--- src/cdt_pkg.sv ---
// Shared constants and types for the degree-input cosine pipeline.
`default_nettype none
package cdt_pkg;

    localparam int unsigned TERMS = 21;

    localparam logic [31:0] DEG360_Q16 = 32'd360 << 16;
    localparam logic [31:0] DEG270_Q16 = 32'd270 << 16;
    localparam logic [31:0] DEG180_Q16 = 32'd180 << 16;
    localparam logic [31:0] DEG90_Q16  = 32'd90 << 16;

    // Number of conditional subtractions needed to reduce a 32-bit angle
    localparam int unsigned MOD_STEPS = 8;

    localparam logic [63:0] PI_Q60 = 64'h3243F6A8885A308D;
    localparam logic [63:0] RAD_PER_DEG_FULL = (PI_Q60 >> 14) / 64'd180;
    localparam logic [40:0] RAD_PER_DEG = RAD_PER_DEG_FULL[40:0];

    localparam logic [31:0] ONE_Q30 = 32'd1 << 30;
    localparam logic [63:0] HALF_Q30 = 64'd1 << 29;

    localparam int unsigned ACC_W = 36;

    typedef struct packed {
        logic                    valid;
        logic                    neg;
        logic [31:0]             term;
        logic [31:0]             x2;
        logic signed [ACC_W-1:0] acc;
    } cdt_lane_t;

endpackage
`default_nettype wire

--- src/cdt_rad.sv ---
// Degrees to radians in Q2.30 and the squared angle.
`default_nettype none
module cdt_rad
(
    input  wire logic        clk,
    input  wire logic        rst_n,
    input  wire logic        in_valid,
    input  wire logic        in_neg,
    input  wire logic [22:0] m,
    output logic             out_valid,
    output logic             out_neg,
    output logic [31:0]      x2
);

    logic [2:0]  v_reg;
    logic [2:0]  neg_reg;
    logic [43:0] plo_reg;
    logic [42:0] phi_reg;
    logic [63:0] r62;
    logic [31:0] r30_next;
    logic [31:0] r30_reg;
    logic [63:0] sq;
    logic [31:0] x2_reg;

    always_comb
    begin
        r62      = {21'd0, phi_reg} << 21;
        r62      = r62 + {20'd0, plo_reg};
        r30_next = r62[63:32] + {31'd0, r62[31]};
        sq       = {32'd0, r30_reg} * {32'd0, r30_reg} + cdt_pkg::HALF_Q30;
    end

    always_ff @(posedge clk or negedge rst_n)
    begin
        if (!rst_n)
        begin
            v_reg <= '0;
        end
        else
        begin
            v_reg <= {v_reg[1:0], in_valid};
        end
    end

    always_ff @(posedge clk)
    begin
        neg_reg <= {neg_reg[1:0], in_neg};
        // split the 41-bit constant into two narrow products
        plo_reg <= {21'd0, m} * {23'd0, cdt_pkg::RAD_PER_DEG[20:0]};
        phi_reg <= {20'd0, m} * {23'd0, cdt_pkg::RAD_PER_DEG[40:21]};
        r30_reg <= r30_next;
        x2_reg  <= sq[61:30];
    end

    assign out_valid = v_reg[2];
    assign out_neg   = neg_reg[2];
    assign x2        = x2_reg;

endmodule
`default_nettype wire

--- config.mk ---
export PLATFORM = sky130hd
export DESIGN_NAME = cdt_rad
export DESIGN_NICKNAME = d
export VERILOG_FILES = /design/src/cdt_pkg.sv /design/src/cdt_rad.sv
export SDC_FILE = /design/constraint.sdc
export NUM_CORES = 2
export LEC_CHECK = 0
export ABC_AREA = 1
export BUFFER_PORTS_ARGS = -buffer_cell sky130_fd_sc_hd__buf_2
export CAP_MARGIN = 20
export CORE_UTILIZATION = 57
export DETAILED_ROUTE_END_ITERATION = 6
export PLACE_DENSITY = 0.75
export SYNTH_ARGS = -nofsm -noshare
export SYNTH_HDL_FRONTEND = slang
export SYNTH_SLANG_ARGS = --single-unit
--- constraint.sdc ---
create_clock -name clk -period 7.46 [get_ports clk]
set_input_delay 0.373 -clock clk [delete_from_list [all_inputs] [get_ports clk]]
set_output_delay 0.373 -clock clk [all_outputs]
set_load 0.02 [all_outputs]
==> summary.txt <==
Finish
  • Diodes inserted: 0
  • Post-route insts no fill: 7595
  • Share of layout cells above drive strength 1: 0.03832
  • Synth-to-Final Area Change: 5.294%
  • Fin util: 0.6073
  • Nets: 8203
  • Max reg flops: 43

Min path
  • Min-Delay Path Class: primary input to flip-flop

STA
  • Final hold violations: 0
  • Minimum clock period: 7.185 ns
  • Worst rel slew slack: 0.4821
  • Clock Skews: 0.01709 ns
  • Final Slew Violations: 0
  • Final WS setup: 0.2751 ns
  • Setup violators final: 0
  • Fin Setup TNS: 0 ns
  • Max Clk Rate: 0.1392 GHz
  • Unrepaired setup endpoints after global routing: false
  • Period utilisation layout: 0.9631
  • Transition time of the tightest slew-check pin: 0.7697 ns

Clock tree
  • Clock slew at reported path FFs: 0.08 ns
  • CTS tree: done
  • Number of buffers added for setup after CTS: 0
  • CTS buffer count: 17
  • Skew-Pair Late Insertion Delay: between 0.4 and 0.5 ns
  • Sink Count: between 100 and 150
  • CTS H-tree depth: 4
  • Root buf cell: clkbuf_16
  • CTS max path bufs: 2

Floorplanning
  • Die X-Extent: 304.0 um
  • Core Region: 0.09015 mm2
  • I/O Pins: 61
  • Die Y: 304.0 um
  • Initial Util: 0.5768
  • Die area: 0.09244 mm2
  • Num rows: 110

Routing
  • Initial drt markers: ~3000
  • Total via count in the routed design: roughly 40000
  • TritonRoute pass-1 iters: 6
  • Vias/cell: 5.292
  • Final antenna-violating net count: 0
  • Routed WL per cell: 18.53 um
  • DRT Wirelength: ~140000 um
  • DRC violations left: 0

Logic synthesis
  • Yosys warns: 0
  • Compound-cell area share of the yosys netlist: 0.04692
  • Synth unique cells: 47
  • Top-area cell type share of the netlist area: 0.4223
  • Post-synthesis sequential area ratio: 0.05226
  • Post-synthesis mux area share: 0
  • Mapped Nets: ~8000
  • Predominant post-synthesis flop cell: dfxtp_1
  • Synth area leaders: fa_1, ha_1, inv_1
  • Commonest cells post-synth: inv_1, nand2_1, fa_1
  • Post-Synth Adder-Cell Area: 0.5843
  • Synth Area in Simple Gates: 0.1343
  • Largest family of logic cells by synthesized area: adder cells
  • Asr flop ratio synth: 0.02222
  • Yosys top cell by area: fa_1
  • Most common cell in the netlist: inv_1
  • Avg Cell Area, Syn: ~8 um2
  • Post-Synth XOR/XNOR Area: 0.02375
  • Post-Syn Area: 0.05200 mm2
  • Number of synthesized flops with an enable pin: 0
  • Register bit total from synthesis: approximately 140
  • Synth Instances: 6355

Global route
  • Vias in the first global route: 42810
  • Total gr overflow: 0
  • Initial antenna violation count: 1
  • Total GRT Usage: 0.3202
  • First-pass GRT wire length: about 230000 um
  • Largest net degree at the start of global routing: 34

Critical path
  • WP data required: just under 8 ns
  • Critical Path Source Type: flip-flop
  • Worst Path Arrival: between 7 and 8 ns
  • Crit-path max FO: 18
  • Crit path capture type: flip-flop
  • CP Class: flip-flop to flip-flop
  • R2r setup slk: approximately 0.28 ns

Placed design
  • Cells after DPL: 7560
  • Hpwl dp: ~120000 um
  • I/O Buffers: 60
  • Pre-CTS setup slack: 0.1877 ns
  • RePlAce Congestion: between 0.9 and 1

Outcome
  • Outcome: finished, final reports clean

Run
  • Number of max-cap violations: 0
## cell usage in the layout (no fill, tap or decap), types with 6 or more instances in the layout
| cell | count |
|---|---|
| inv_1 | 2091 |
| nand2_1 | 1135 |
| fa_1 | 1097 |
| ha_1 | 673 |
| nor2_1 | 265 |
| a21oi_1 | 188 |
| dfxtp_1 | 127 |
| nand3_1 | 126 |
| o21ai_0 | 99 |
| xor2_1 | 96 |
| buf_2 | 60 |
| buf_4 | 50 |
| xnor2_1 | 45 |
| a31oi_1 | 43 |
| nand4_1 | 41 |
| nor3_1 | 28 |
| nor2_2 | 26 |
| o21bai_1 | 25 |
| a21o_1 | 24 |
| nand2_2 | 18 |
| clkbuf_16 | 17 |
| buf_12 | 16 |
| o21a_1 | 11 |
| nor2_4 | 11 |
| a21boi_0 | 10 |
| nand3b_1 | 8 |
| nor4_1 | 6 |
| inv_2 | 6 |
## area by class of cell
type	count	area (um2)
Clock buffer	18	439.2
Multi-Input combinational cell	4025	41050
Timing Repair Buffer	130	1037
Inverter	2097	7871
Fill cell	7876	35400
Tap cell	1176	1471
Sequential cell	135	2724
Clock inverter	14	156.4
## repair_timing
item / CTS / global route
hold buffers: 3 / 0
endpoints found under the hold margin: 5 / 0
gates resized for setup: 0 / 8
endpoints found under the setup margin: 0 / 17
## per-stage QoR
step / hold WS (ns) / instance area, um2
2_1_floorplan: 0.07741 / 52000
3_3_place_gp: 0.1673 / 54110
3_5_place_dp: 0.1683 / 54110
4_1_cts: 0.1602 / 54730
5_1_grt: 0.1776 / 54750
6_report: 0.1954 / 54750
## worst max-delay path: stages, from the launching register on
cell	delay, ns
dfxtp_1	0.33
buf_4	0.31
buf_4	0.24
nand2_1	0.09
fa_1	0.55
inv_1	0.07
fa_1	0.50
inv_1	0.05
fa_1	0.47
fa_1	0.53
inv_1	0.06
fa_1	0.55
fa_1	0.42
fa_1	0.52
fa_1	0.42
ha_1	0.39
a21oi_1	0.19
inv_1	0.09
a31oi_1	0.15
inv_1	0.08
a21oi_1	0.30
o21ai_0	0.18
a21oi_2	0.25
o21ai_0	0.14
xor2_1	0.16
## cell families (layout without fill, tap and decap cells)
family / after synthesis / after routing
simple gates: 1688 / 1688
compound gates: 426 / 426
fa+ha+maj: 1770 / 1770
flops: 135 / 135
buf+inv: 2195 / 2259
xor+xnor: 141 / 141
## routing by layer
metal / GRT usage / part of all wire / up-vias
li1: - / - / 18520
met1: 0.4392 / 0.42 / 19650
met2: 0.5179 / 0.46 / 1697
met3: 0.05181 / 0.084 / 317
met4: 0.1079 / 0.035 / 0
met5: 0 / 0 / -
## path summary, 6_finish.rpt
check | from | to | cells past startpoint
max in group asynchronous | rst_n | v_reg[2]$_DFF_PN0_ | 2
setup / recovery | r30_reg[12]$_DFF_P_ | x2[18]$_DFF_P_ | 24
hold / removal | m[0] | phi_reg[0]$_DFF_P_ | 1
setup reg to reg | r30_reg[12]$_DFF_P_ | x2[18]$_DFF_P_ | 24
hold reg to reg | neg_reg[0]$_DFF_P_ | neg_reg[1]$_DFF_P_ | 0
min in group asynchronous | rst_n | v_reg[0]$_DFF_PN0_ | 2
Power is left out: the tool's default activity adds up to more than one toggle a clock period on the data nets, which glitch-free logic cannot reach.
