[src/cdt_pkg.sv]
// Shared constants and types for the degree-input cosine pipeline.
`default_nettype none
package cdt_pkg;

    localparam int unsigned TERMS = 21;

    localparam logic [31:0] DEG360_Q16 = 32'd360 << 16;
    localparam logic [31:0] DEG270_Q16 = 32'd270 << 16;
    localparam logic [31:0] DEG180_Q16 = 32'd180 << 16;
    localparam logic [31:0] DEG90_Q16  = 32'd90 << 16;

    // Number of conditional subtractions needed to reduce a 32-bit angle
    localparam int unsigned MOD_STEPS = 8;

    localparam logic [63:0] PI_Q60 = 64'h3243F6A8885A308D;
    localparam logic [63:0] RAD_PER_DEG_FULL = (PI_Q60 >> 14) / 64'd180;
    localparam logic [40:0] RAD_PER_DEG = RAD_PER_DEG_FULL[40:0];

    localparam logic [31:0] ONE_Q30 = 32'd1 << 30;
    localparam logic [63:0] HALF_Q30 = 64'd1 << 29;

    localparam int unsigned ACC_W = 36;

    typedef struct packed {
        logic                    valid;
        logic                    neg;
        logic [31:0]             term;
        logic [31:0]             x2;
        logic signed [ACC_W-1:0] acc;
    } cdt_lane_t;

endpackage
`default_nettype wire

[src/cdt_reduce.sv]
// Modulo-360 reduction and first-quadrant folding of a Q16.16 angle.
`default_nettype none
module cdt_reduce
(
    input  wire logic        clk,
    input  wire logic        rst_n,
    input  wire logic        in_valid,
    input  wire logic [31:0] angle,
    output logic             out_valid,
    output logic             out_neg,
    output logic [22:0]      out_m
);

    logic [31:0] m_reg [0:cdt_pkg::MOD_STEPS];
    logic        v_reg [0:cdt_pkg::MOD_STEPS];
    logic [31:0] m_next [0:cdt_pkg::MOD_STEPS];
    logic [31:0] fold;
    logic        fold_neg;
    logic        valid_reg;
    logic        neg_reg;
    logic [22:0] m_out_reg;

    assign m_next[0] = angle;

    // Binary long division by 360 degrees: one shifted subtraction per stage
    for (genvar i = 0; i < cdt_pkg::MOD_STEPS; i++) begin : g_mod
        localparam logic [31:0] SUB = cdt_pkg::DEG360_Q16 << (cdt_pkg::MOD_STEPS - 1 - i);
        always_comb
        begin
            if (m_reg[i] >= SUB)
            begin
                m_next[i+1] = m_reg[i] - SUB;
            end
            else
            begin
                m_next[i+1] = m_reg[i];
            end
        end
    end

    always_ff @(posedge clk or negedge rst_n)
    begin
        if (!rst_n)
        begin
            for (int i = 0; i <= cdt_pkg::MOD_STEPS; i++)
            begin
                v_reg[i] <= 1'b0;
            end
        end
        else
        begin
            v_reg[0] <= in_valid;
            for (int i = 0; i < cdt_pkg::MOD_STEPS; i++)
            begin
                v_reg[i+1] <= v_reg[i];
            end
        end
    end

    always_ff @(posedge clk)
    begin
        m_reg[0] <= m_next[0];
        for (int i = 0; i < cdt_pkg::MOD_STEPS; i++)
        begin
            m_reg[i+1] <= m_next[i+1];
        end
    end

    always_comb
    begin
        fold     = m_reg[cdt_pkg::MOD_STEPS];
        fold_neg = 1'b0;
        if (fold >= cdt_pkg::DEG270_Q16)
        begin
            fold = cdt_pkg::DEG360_Q16 - fold;
        end
        if (fold >= cdt_pkg::DEG180_Q16)
        begin
            fold     = fold - cdt_pkg::DEG180_Q16;
            fold_neg = 1'b1;
        end
        if (fold >= cdt_pkg::DEG90_Q16)
        begin
            fold     = cdt_pkg::DEG180_Q16 - fold;
            fold_neg = 1'b1;
        end
    end

    always_ff @(posedge clk or negedge rst_n)
    begin
        if (!rst_n)
        begin
            valid_reg <= 1'b0;
        end
        else
        begin
            valid_reg <= v_reg[cdt_pkg::MOD_STEPS];
        end
    end

    always_ff @(posedge clk)
    begin
        neg_reg   <= fold_neg;
        m_out_reg <= fold[22:0];
    end

    assign out_valid = valid_reg;
    assign out_neg   = neg_reg;
    assign out_m     = m_out_reg;

endmodule
`default_nettype wire

[config.mk]
export PLATFORM = sky130hd
export DESIGN_NAME = cdt_reduce
export DESIGN_NICKNAME = d
export VERILOG_FILES = /design/src/cdt_pkg.sv /design/src/cdt_reduce.sv
export SDC_FILE = /design/constraint.sdc
export NUM_CORES = 1
export LEC_CHECK = 0
export BUFFER_PORTS_ARGS = -buffer_cell sky130_fd_sc_hd__clkbuf_2
export CAP_MARGIN = 20
export CORE_MARGIN = 4
export CORE_UTILIZATION = 48
export CTS_CLUSTER_SIZE = 30
export DETAILED_ROUTE_END_ITERATION = 7
export PLACE_DENSITY = 0.71
export SETUP_SLACK_MARGIN = 0.4
export SLEW_MARGIN = 5
export SYNTH_ARGS = -nofsm -noshare
export SYNTH_HDL_FRONTEND = slang
export SYNTH_SLANG_ARGS = --single-unit
[constraint.sdc]
create_clock -name clk -period 4.7 [get_ports clk]
set_input_delay 0.47 -clock clk [delete_from_list [all_inputs] [get_ports clk]]
set_output_delay 0.47 -clock clk [all_outputs]
set_load 0.02 [all_outputs]
==> flow_summary.toml, run 1 <==
[place]
dp_slack_ns = 0.981
gp_congestion = 0.880
dp_hpwl_mm = 12.3
dp.cells = 1244
port_buffers = 59

[worst_setup_path]
r2r_start = "m_reg[0][256]"
timing.rr.end = "out_m[19]"
crit_path_end_kind = "flip-flop"
crit_path_start_kind = "flip-flop"
crit_slowest_cell = "or4b_1"
worstSetupPathType = "flip-flop to flip-flop"
crit_chain = "inv_1 > ha_1 > or4b_1 > nor4_1 > or4b_1 > a21oi_1 > o311ai_0 > a311o_1 > a21oi_2 > buf_4 > nor2_1 > mux2i_1 > xnor2_1"
rrSetupSlack_ns = 0.94
crit_required_ns = 5.12
slowest_delay_ns = 0.60
crit_family = "simple AND/OR/NAND/NOR gates"
reg2regPathDepth = 13
crit_path_max_fanout = 22
critPathArrivalTime_ns = 4.18
crit_buf_inv = 2
crit_path_frequent_cell = "or4b_1"

[yosys]
syn-cell-area_sq_um = 10300
synthCells = 920
synth_ff_type = "dfxtp_1"
yosysUniqueCellTypes = 73
synth-seq-area-share_pct = 63.0
synth_nets = 968
synthArstFlopShare_pct = 3.11
synth.yosys.warnings = 0
synth_edf_count = 0
synth-seq-cells = 322
syn_avg_cell_area_sq_um = 11.2

[route]
route.detailed.drc = 0
antenna_left = 0
postRouteWirelength_mm = 18.1
drt_iter0_markers = 316
vias_per_cell = 5.01
vias = 6652
post_drt_wl_per_cell_microns = 13.6
drtPass1Iterations = 5

[floorplanning]
coreArea_sq_um = 21100
die_h_microns = 155
initial_utilization_pct = 48.9
rows = 53
die_w_microns = 155
pin_count = 60
fp.dieArea_sq_um = 23900

[power]
powerDensity_nw_per_um2 = 601
ir_worst_vdd_mv = 0.424
power.leakage_nw = 5.00

[layout]
stdcell_count = 1328
syn_to_final_growth_pct = 18.4
design.final.nets = 1079
antenna_cells = 0
drive_gt1_share_pct = 12.3
largest_register_ffs = 288

[timing]
finalCritPeriodShare_pct = 80.0
rsz0062_at_grt = "false"
fin_crit_ns = 3.76
setup_slack_ns = 0.940
worst_pin_slew_ns = 0.838
drv_slew = 0
fin_skew_ns = 0.0131
hold_viol = 0
relSlewSlack_pct = 43.7
fin_tns_setup_ns = 0
setup_violations = 0
fmax_ghz = 0.266

[global_routing]
first_global_vias = 6477
antenna_found_initial = 0
grt_pass1_wl_mm = 29.9
grt-ovfl-total = 0
grt_max_degree = 23
grtUsageTotal_pct = 14.9

[clock_tree]
clk_latency_ns = 0.55
clock_path_buffers = 3
h-tree-depth = 1
cts.repair.resized = 0
post_cts_buffers = 0
cts_sinks = 322
cts_tree = "yes"
clk_pin_slew_ns = 0.07
numCtsBuffers = 29
root_buffer = "clkbuf_16"

[outcome]
outcome = "complete, no violations"

[min_path]
hold_end = "m_reg[0][0]"
hp-class = "input pin to flip-flop"
min_from = "angle[0]"
whs_path_depth = 1

[flow_run]
max-cap-violations = 0
## worst max-delay path by stage
stage                     cells after the start        end           from
after CTS                                    13  out_m[19]  m_reg[0][256]
after detailed placement                     11  out_m[20]  m_reg[0][282]
after floorplan                              13   out_m[2]  m_reg[0][256]
final                                        13  out_m[19]  m_reg[0][256]
after global routing                         13  out_m[20]  m_reg[0][256]
after global placement                       11  out_m[20]  m_reg[0][282]
## cells by family (layout without fill, tap and decap cells)
| kind of cell | Yosys count | count (layout) | synth area share (%) |
|---|---|---|---|
| AND/OR/NAND/NOR | 274 | 274 | 13.9 |
| multiplexers | 10 | 10 | 0.995 |
| XOR/XNOR | 98 | 98 | 8.40 |
| buffers and inverters | 46 | 179 | 1.83 |
| adder cells (fa/ha/maj) | 13 | 13 | 1.58 |
| flip-flops | 322 | 322 | 63.0 |
| AO/OA/AOI/OAI | 157 | 157 | 10.3 |
## synthesized netlist by cell type, types with 10 or more instances
cell type	count	area share, %
nor3_1	26	1.3
xnor2_1	62	5.3
a21oi_1	29	1.4
o21ai_0	43	2.1
nand2b_1	12	0.73
nor4_1	25	1.5
ha_1	13	1.6
dfrtp_1	10	2.4
dfxtp_1	312	61
nand2_1	58	2.1
nand3_1	19	0.92
inv_1	31	1.1
xor2_1	35	3.0
or3_1	12	0.73
a31oi_1	10	0.61
nor2_1	64	2.3
## cells in the final DEF (no fill, tap or decap), types with 8 or more instances in the layout
master	Yosys	final
nand2_1	58	58
xnor2_1	62	62
a21oi_1	29	29
nand3_1	19	19
ha_1	13	13
mux2i_1	8	8
xor2_1	35	35
nor4_1	25	25
clkbuf_16	0	29
dfrtp_1	10	10
nor2_1	64	64
inv_1	31	31
dfxtp_1	312	312
dlygate4sd3_1	0	31
clkbuf_2	0	59
o21ai_0	43	43
nand4_1	8	8
nand2b_1	12	12
nor3_1	26	26
or3_1	12	12
a31oi_1	10	10
## per-layer routing
layer	wire (microns)	vias to the layer above	GRT usage (%)
met5	0	-	0
met4	746	0	6.18
met3	865	41	2.57
met2	9200	157	28.0
met1	7300	3011	16.6
li1	-	3443	-
## per-stage QoR
stage          power (W)  hold slack (ns)  utilization (%)  instance area (sq um)
6_report         0.00734           0.0127             57.9                  12200
5_1_grt          0.00775          0.00126             57.9                  12200
4_1_cts          0.00740         0.000346             57.9                  12200
3_5_place_dp     0.00500            0.312             51.8                  10900
3_3_place_gp     0.00495            0.311             51.8                  10900
2_1_floorplan    0.00465            0.174                -                  10300
## layout make-up
type / count / area (sq um)
inverters: 31 / 116
repair buffers: 95 / 643
clock inverters: 13 / 169
well taps: 275 / 344
multi-input cells: 552 / 3620
flip-flops and latches: 322 / 6500
clock buffers: 40 / 817
fillers: 1714 / 8880
## power breakdown
part	switching, W	internal, W
Combinational	0.000782	0.000657
Sequential	0.000344	0.00318
Clock	0.000987	0.00139
## timing repair
| item | in CTS | in global routing |
|---|---|---|
| endpoints found under the setup margin | 0 | 0 |
| hold buffers | 31 | 0 |
| endpoints found under the hold margin | 40 | 0 |
Note: power is estimated with default switching activity, not from simulation.
==> run 2: changes to the inputs <==
--- a/config.mk
+++ b/config.mk
@@ -5,6 +5,7 @@
 export SDC_FILE = /design/constraint.sdc
 export NUM_CORES = 1
 export LEC_CHECK = 0
+export ABC_AREA = 1
 export BUFFER_PORTS_ARGS = -buffer_cell sky130_fd_sc_hd__clkbuf_2
 export CAP_MARGIN = 20
 export CORE_MARGIN = 4
==> constraint.sdc (replaced) <==
create_clock -name clk -period 3.7 [get_ports clk]
set_input_delay 0.37 -clock clk [delete_from_list [all_inputs] [get_ports clk]]
set_output_delay 0.37 -clock clk [all_outputs]
set_load 0.02 [all_outputs]
==> run 2 against run 1 <==
Effect of this change: clock-buffer cell count up 1; core utilization down 0.19 points; largest power group unchanged; final area up 11%; setup slack worse by 0.27 ns; sequential cell count unchanged; fmax up 24%; synthesized cell count up 41%; critical endpoint is now out_m[2]; highest routed layer unchanged; combinational power up 110%; via count up 23%.
==> flow_summary.toml, run 2 <==
[worst_setup_path]
crit_chain = "inv_2 > ha_1 > nand2_2 > nor2_1 > and2_1 > nand2_1 > nand2_1 > nand2_1 > nand2_1 > nor2_1 > nand2_2 > nor2_8 > nand2_4 > nand2_1 > nand2_1 > nor2_1 > nand2_1 > nor2_4 > nor2_4 > buf_12 > nand3_1 > nand2_1"
crit_family = "simple AND/OR/NAND/NOR gates"
worstSetupPathType = "flip-flop to flip-flop"
crit_required_ns = 4.14
crit_slowest_cell = "dfxtp_2"
reg2regPathDepth = 22
crit_path_start_kind = "flip-flop"
crit_buf_inv = 2
crit_path_frequent_cell = "nand2_1"
cp_num_cells = 22
crit_path_end_kind = "flip-flop"
r2r_start = "m_reg[0][256]"
critPathArrivalTime_ns = 3.47
slowest_delay_ns = 0.36
startpoint = "m_reg[0][256]"
rrSetupSlack_ns = 0.67
crit_path_max_fanout = 12

[yosys]
synth_ff_type = "dfxtp_1"
synth_compound_area_share_pct = 3.27
synth_nets = 1345
synth_area_leaders = "dfxtp_1 (55%), nand2_1 (9.7%), xor2_1 (5.9%), inv_1 (5.2%), nor2_1 (4.5%)"
syn-cell-area_sq_um = 11400
synth_top_family_by_area = "simple AND/OR/NAND/NOR gates"
synth.most_common_cell = "dfxtp_1"
yosysUniqueCellTypes = 40
yosysTopAreaCellShare_pct = 54.9
synthAdderAreaFrac_pct = 1.43
synth_edf_count = 0
yosys.area.top_type = "dfxtp_1"
yosys.area_share.simple_pct = 25.1
synth-xor-area-share_pct = 6.93
synth-seq-area-share_pct = 57.1
muxShareOfSynthArea_pct = 0
synthCells = 1297
syn_avg_cell_area_sq_um = 8.77
synth.yosys.warnings = 0
synthTopCellsByCount = "dfxtp_1 (312), nand2_1 (294), inv_1 (157), nor2_1 (135), nand3_1 (92)"
synthArstFlopShare_pct = 3.11
synth-seq-cells = 322

[layout]
final_common_cell = "dfxtp_1"
multi_input_area_sq_um = 4220
design.final.nets = 1466
antenna_cells = 0
ff_latch_area_sq_um = 6500
final_cell_mix = "dfxtp_1 (308), nand2_1 (292), inv_1 (157)"
fillers = 1970
drive_gt1_share_pct = 12.1
syn_to_final_growth_pct = 18.7
largest_register_ffs = 288

[global_routing]
grt_pass1_wl_mm = 35.5
first_global_vias = 8054
grt_max_degree = 28
antenna_found_initial = 0
grt-ovfl-total = 0
grtUsageTotal_pct = 16.1

[clock_tree]
root_buffer = "clkbuf_16"
cts_sinks = 322
clock_path_buffers = 3
numCtsBuffers = 31
clk_latency_ns = 0.56
cts_tree = "yes"
clk_pin_slew_ns = 0.06
h-tree-depth = 1

[timing]
rsz0062_at_grt = "false"
hold_viol = 0
worst_pin_slew_ns = 0.700
fin_tns_setup_ns = 0
fmax_ghz = 0.330
fin_crit_ns = 3.03
setup_violations = 0
finalCritPeriodShare_pct = 81.8
relSlewSlack_pct = 52.9
fin_skew_ns = 0.0120
drv_slew = 0

[route]
antenna_left = 0
route.detailed.drc = 0
post_drt_wl_per_cell_microns = 12.0
postRouteWirelength_mm = 21.2
vias = 8201
drtPass1Iterations = 6
drt_iter0_markers = 402
vias_per_cell = 4.65

[power]
power_w = 0.0107
seqPwrFrac_pct = 41.2
power.leakage_nw = 6.46
powerDensity_nw_per_um2 = 794
comb_power_share_pct = 28.4
p_clk_share_pct = 30.4
ir_worst_vdd_mv = 0.557
switchingPower_w = 0.00362
p_int_w = 0.00710
swShare_pct = 33.8

[place]
port_buffers = 59
dp_hpwl_mm = 15.1
gp_congestion = 0.938

[floorplanning]
rows = 56
die_h_microns = 162
coreArea_sq_um = 23400
initial_utilization_pct = 48.6
fp.dieArea_sq_um = 26200
die_w_microns = 162
pin_count = 60

[min_path]
hp-class = "input pin to asynchronous set/reset pin"

[outcome]
outcome = "complete, no violations"

[flow_run]
max-cap-violations = 0
-- run 2: cell types whose count changed in the layout (fill, tap and decap cells not counted), moves of 10 or more --
cell      delta
nand2_1    +234
inv_1      +126
nand3_1     +73
nor2_1      +70
xnor2_1     -49
xor2_1      +42
o21ai_0     -16
nand2_2     +15
nand2b_1    -12
or3_1       -12
nor2_4      +10
-- run 2: area by class of cell --
cell class / instances / area share (%)
clock inverters: 17 / 1.73
flip-flops and latches: 322 / 48.1
repair buffers: 96 / 4.97
inverters: 165 / 4.59
multi-input cells: 802 / 31.2
well taps: 319 / 2.96
clock buffers: 41 / 6.39
-- run 2: worst paths after layout --
| kind | to |
|---|---|
| setup / recovery | out_m[2] |
| hold / removal | out_valid |
| setup reg to reg | out_m[2] |
| hold reg to reg | m_reg[0][192] |
| max in group asynchronous | v_reg[0] |
| min in group clk | m_reg[0][192] |
-- run 2: cells by family after synthesis --
family,Yosys count
AND/OR/NAND/NOR,629
buffers and inverters,174
adder cells (fa/ha/maj),13
flip-flops,322
AO/OA/AOI/OAI,69
XOR/XNOR,90
-- run 2: power groups by stage --
stage / sequential, W / clock (W) / combinational (W)
global placement: 0.00448 / 0 / 0.00280
detailed placement: 0.00449 / 0 / 0.00285
global route: 0.00450 / 0.00349 / 0.00346
CTS: 0.00442 / 0.00333 / 0.00291
finish: 0.00442 / 0.00326 / 0.00304
floorplan: 0.00448 / 0 / 0.00233
-- run 2: timing repair --
item                       4_1_cts  5_1_grt
resized for setup                0       11
setup endpoints to repair        0       23
hold endpoints to repair        43        0
hold buffers                    34        0
buffers inserted                 0        1
-- run 2: metal layers --
metal	vias up	track usage (%)	share of wire, %
li1	4308	-	-
met2	176	30.9	52
met1	3662	17.2	40
met5	-	0	0
met4	0	7.11	3.9
met3	55	2.84	4.2
-- run 2: metrics by stage --
step                      setup WS (ns)  instances  util, %  cell area [sq um]  hold WS (ns)
after floorplan                    1.11       1297        -              11400        0.0744
after global placement            0.597       1668     51.3              12000         0.233
after detailed placement          0.550       1668     51.3              12000         0.235
after CTS                         0.512       1760     57.4              13400         0.184
after global routing              0.392       1762     57.7              13500         0.216
final                             0.672       1762     57.7              13500         0.201
==> run 3: changes to the inputs <==
==> constraint.sdc (replaced) <==
create_clock -name clk -period 3.02 [get_ports clk]
set_input_delay 0.302 -clock clk [delete_from_list [all_inputs] [get_ports clk]]
set_output_delay 0.302 -clock clk [all_outputs]
set_load 0.02 [all_outputs]
==> run 3 against run 2 <==
Effect of this change: sequential cell count is the same; core utilization grew 5.7 points; routed wire length grew 12%; final area grew 9.9%; largest cell class unchanged; clock power grew 24%; die area is the same; global-route usage grew 0.72 points.
==> flow_summary.toml, run 3 (synthesis gave the netlist of run 2 again) <==
[timing]
relSlewSlack_pct = 52.9
whs_ns = 0.143
drv_slew = 0
fin_crit_ns = 2.73
worst_pin_slew_ns = 0.701
fmax_ghz = 0.366
rsz0062_at_grt = "true"
hold_viol = 0
fin_skew_ns = 0.0315
fin_tns_setup_ns = 0
setup_violations = 0
finalCritPeriodShare_pct = 90.5

[clock_tree]
clock_path_buffers = 3
numCtsBuffers = 30
clk_latency_ns = 0.56
root_buffer = "clkbuf_16"
cts_sinks = 322
cts_tree = "yes"
clk_pin_slew_ns = 0.06
h-tree-depth = 1

[route]
route.detailed.drc = 0
drt_iter0_markers = 540
post_drt_wl_per_cell_microns = 13.0
antenna_left = 0
drtPass1Iterations = 7
vias = 8758
postRouteWirelength_mm = 23.8
vias_per_cell = 4.81

[worst_setup_path]
crit_chain = "nor2_4 > nand2_2 > nor2_4 > buf_12 > nand2_8 > nand2_1 > nand2_2 > nand2_4 > nand2_4 > nand3_4 > buf_4 > inv_1 > nand3_1 > nand2_1 > a21oi_1 > nand3_2 > nor2_4 > buf_12 > nand3_4 > nand2_2 > nand2_2"
crit_required_ns = 3.45
slowest_delay_ns = 0.36
crit_buf_inv = 4
crit_path_end_kind = "flip-flop"
critPathArrivalTime_ns = 3.16
rrSetupSlack_ns = 0.29
crit_family = "simple AND/OR/NAND/NOR gates"
r2r_start = "m_reg[0][282]"
timing.rr.end = "out_m[3]"
reg2regPathDepth = 21
crit_path_start_kind = "flip-flop"
crit_path_frequent_cell = "nand2_2"
crit_path_max_fanout = 7
crit_slowest_cell = "dfxtp_4"
worstSetupPathType = "flip-flop to flip-flop"

[layout]
ff_latch_area_sq_um = 6550
drive_gt1_share_pct = 27.0
fillers = 1814
final_common_cell = "dfxtp_1"
syn_to_final_growth_pct = 30.5
final_cell_mix = "dfxtp_1 (291), nand2_1 (231), inv_1 (141)"
design.final.nets = 1526
largest_register_ffs = 288
multi_input_area_sq_um = 4990
antenna_cells = 0

[place]
port_buffers = 59
gp_congestion = 0.889
dp_hpwl_mm = 15.3

[floorplanning]
pin_count = 60
rows = 56
die_h_microns = 162
initial_utilization_pct = 48.6
fp.dieArea_sq_um = 26200
coreArea_sq_um = 23400
die_w_microns = 162

[global_routing]
first_global_vias = 8473
grt-ovfl-total = 0
grt_max_degree = 24
antenna_found_initial = 0
grt_pass1_wl_mm = 36.9
grtUsageTotal_pct = 16.8

[outcome]
outcome = "complete, no violations"

[flow_run]
max-cap-violations = 0

[power]
ir_worst_vdd_mv = 0.725
powerDensity_nw_per_um2 = 960
power.leakage_nw = 6.95
power_w = 0.0142

[min_path]
hp-class = "input pin to asynchronous set/reset pin"
## run 3: changes by cell type in the layout (fill, tap and decap cells not counted), moves of 9 or more
cell	delta
buf_4	+47
dfxtp_1	-17
dfxtp_4	+9
inv_1	-16
inv_4	+10
nand2_1	-61
nand2_2	+39
nand2_4	+23
nand3_1	-19
nand3_2	+16
nor2_1	-41
nor2_2	+22
nor2_4	+18
## run 3: final cells by class
cell class / instances / area share, %
Sequential cell: 322 / 44.1
Timing Repair Buffer: 151 / 7.77
Tap cell: 319 / 2.69
Multi-Input combinational cell: 808 / 33.6
Clock inverter: 18 / 1.73
Inverter: 165 / 4.34
Clock buffer: 38 / 5.74
## run 3: how the worst max path moves through the flow
stage / start / endpoint / slack (ns) / cells past startpoint
3_5_place_dp: m_reg[0][256] / out_m[14] / -0.04 / 23
4_1_cts: m_reg[0][283] / out_m[4] / 0.37 / 20
6_report: m_reg[0][282] / out_m[3] / 0.29 / 21
3_3_place_gp: m_reg[0][258] / out_m[3] / 0.06 / 18
2_1_floorplan: m_reg[0][256] / out_m[6] / 0.43 / 23
5_1_grt: m_reg[0][276] / out_m[18] / 0.15 / 21
## run 3: what timing repair did
item                       in CTS  in global routing
pin swaps                      22                 69
setup endpoints to repair      23                 23
hold buffers                   34                  0
hold endpoints to repair       43                  0
setup buffers                  22                 23
cloned                          7                  1
gates resized for setup        65                193
## run 3: report_power, final
part	total, W	switching (W)	leakage [nW]	internal [W]
registers	0.00547	0.000467	2.75	0.00500
logic	0.00475	0.00297	3.65	0.00178
clock network	0.00403	0.00158	0.552	0.00244
## run 3: per-layer routing
layer,vias up,routed length (microns),track usage (%)
met3,64,979,2.72
met2,219,13100,33.9
met5,-,0,0
met4,0,977,7.23
li1,4446,-,-
met1,4029,8700,16.8
## run 3: through the flow
stage               cells  cell area, sq um  setup slack, ns  utilization, %
CTS                  1797             14000            0.368            59.9
global placement     1678             12100           0.0619            51.7
finish               1821             14800            0.288            63.4
detailed placement   1678             12100          -0.0399            51.7
floorplan            1297             11400            0.433               -
global route         1821             14800            0.150            63.4
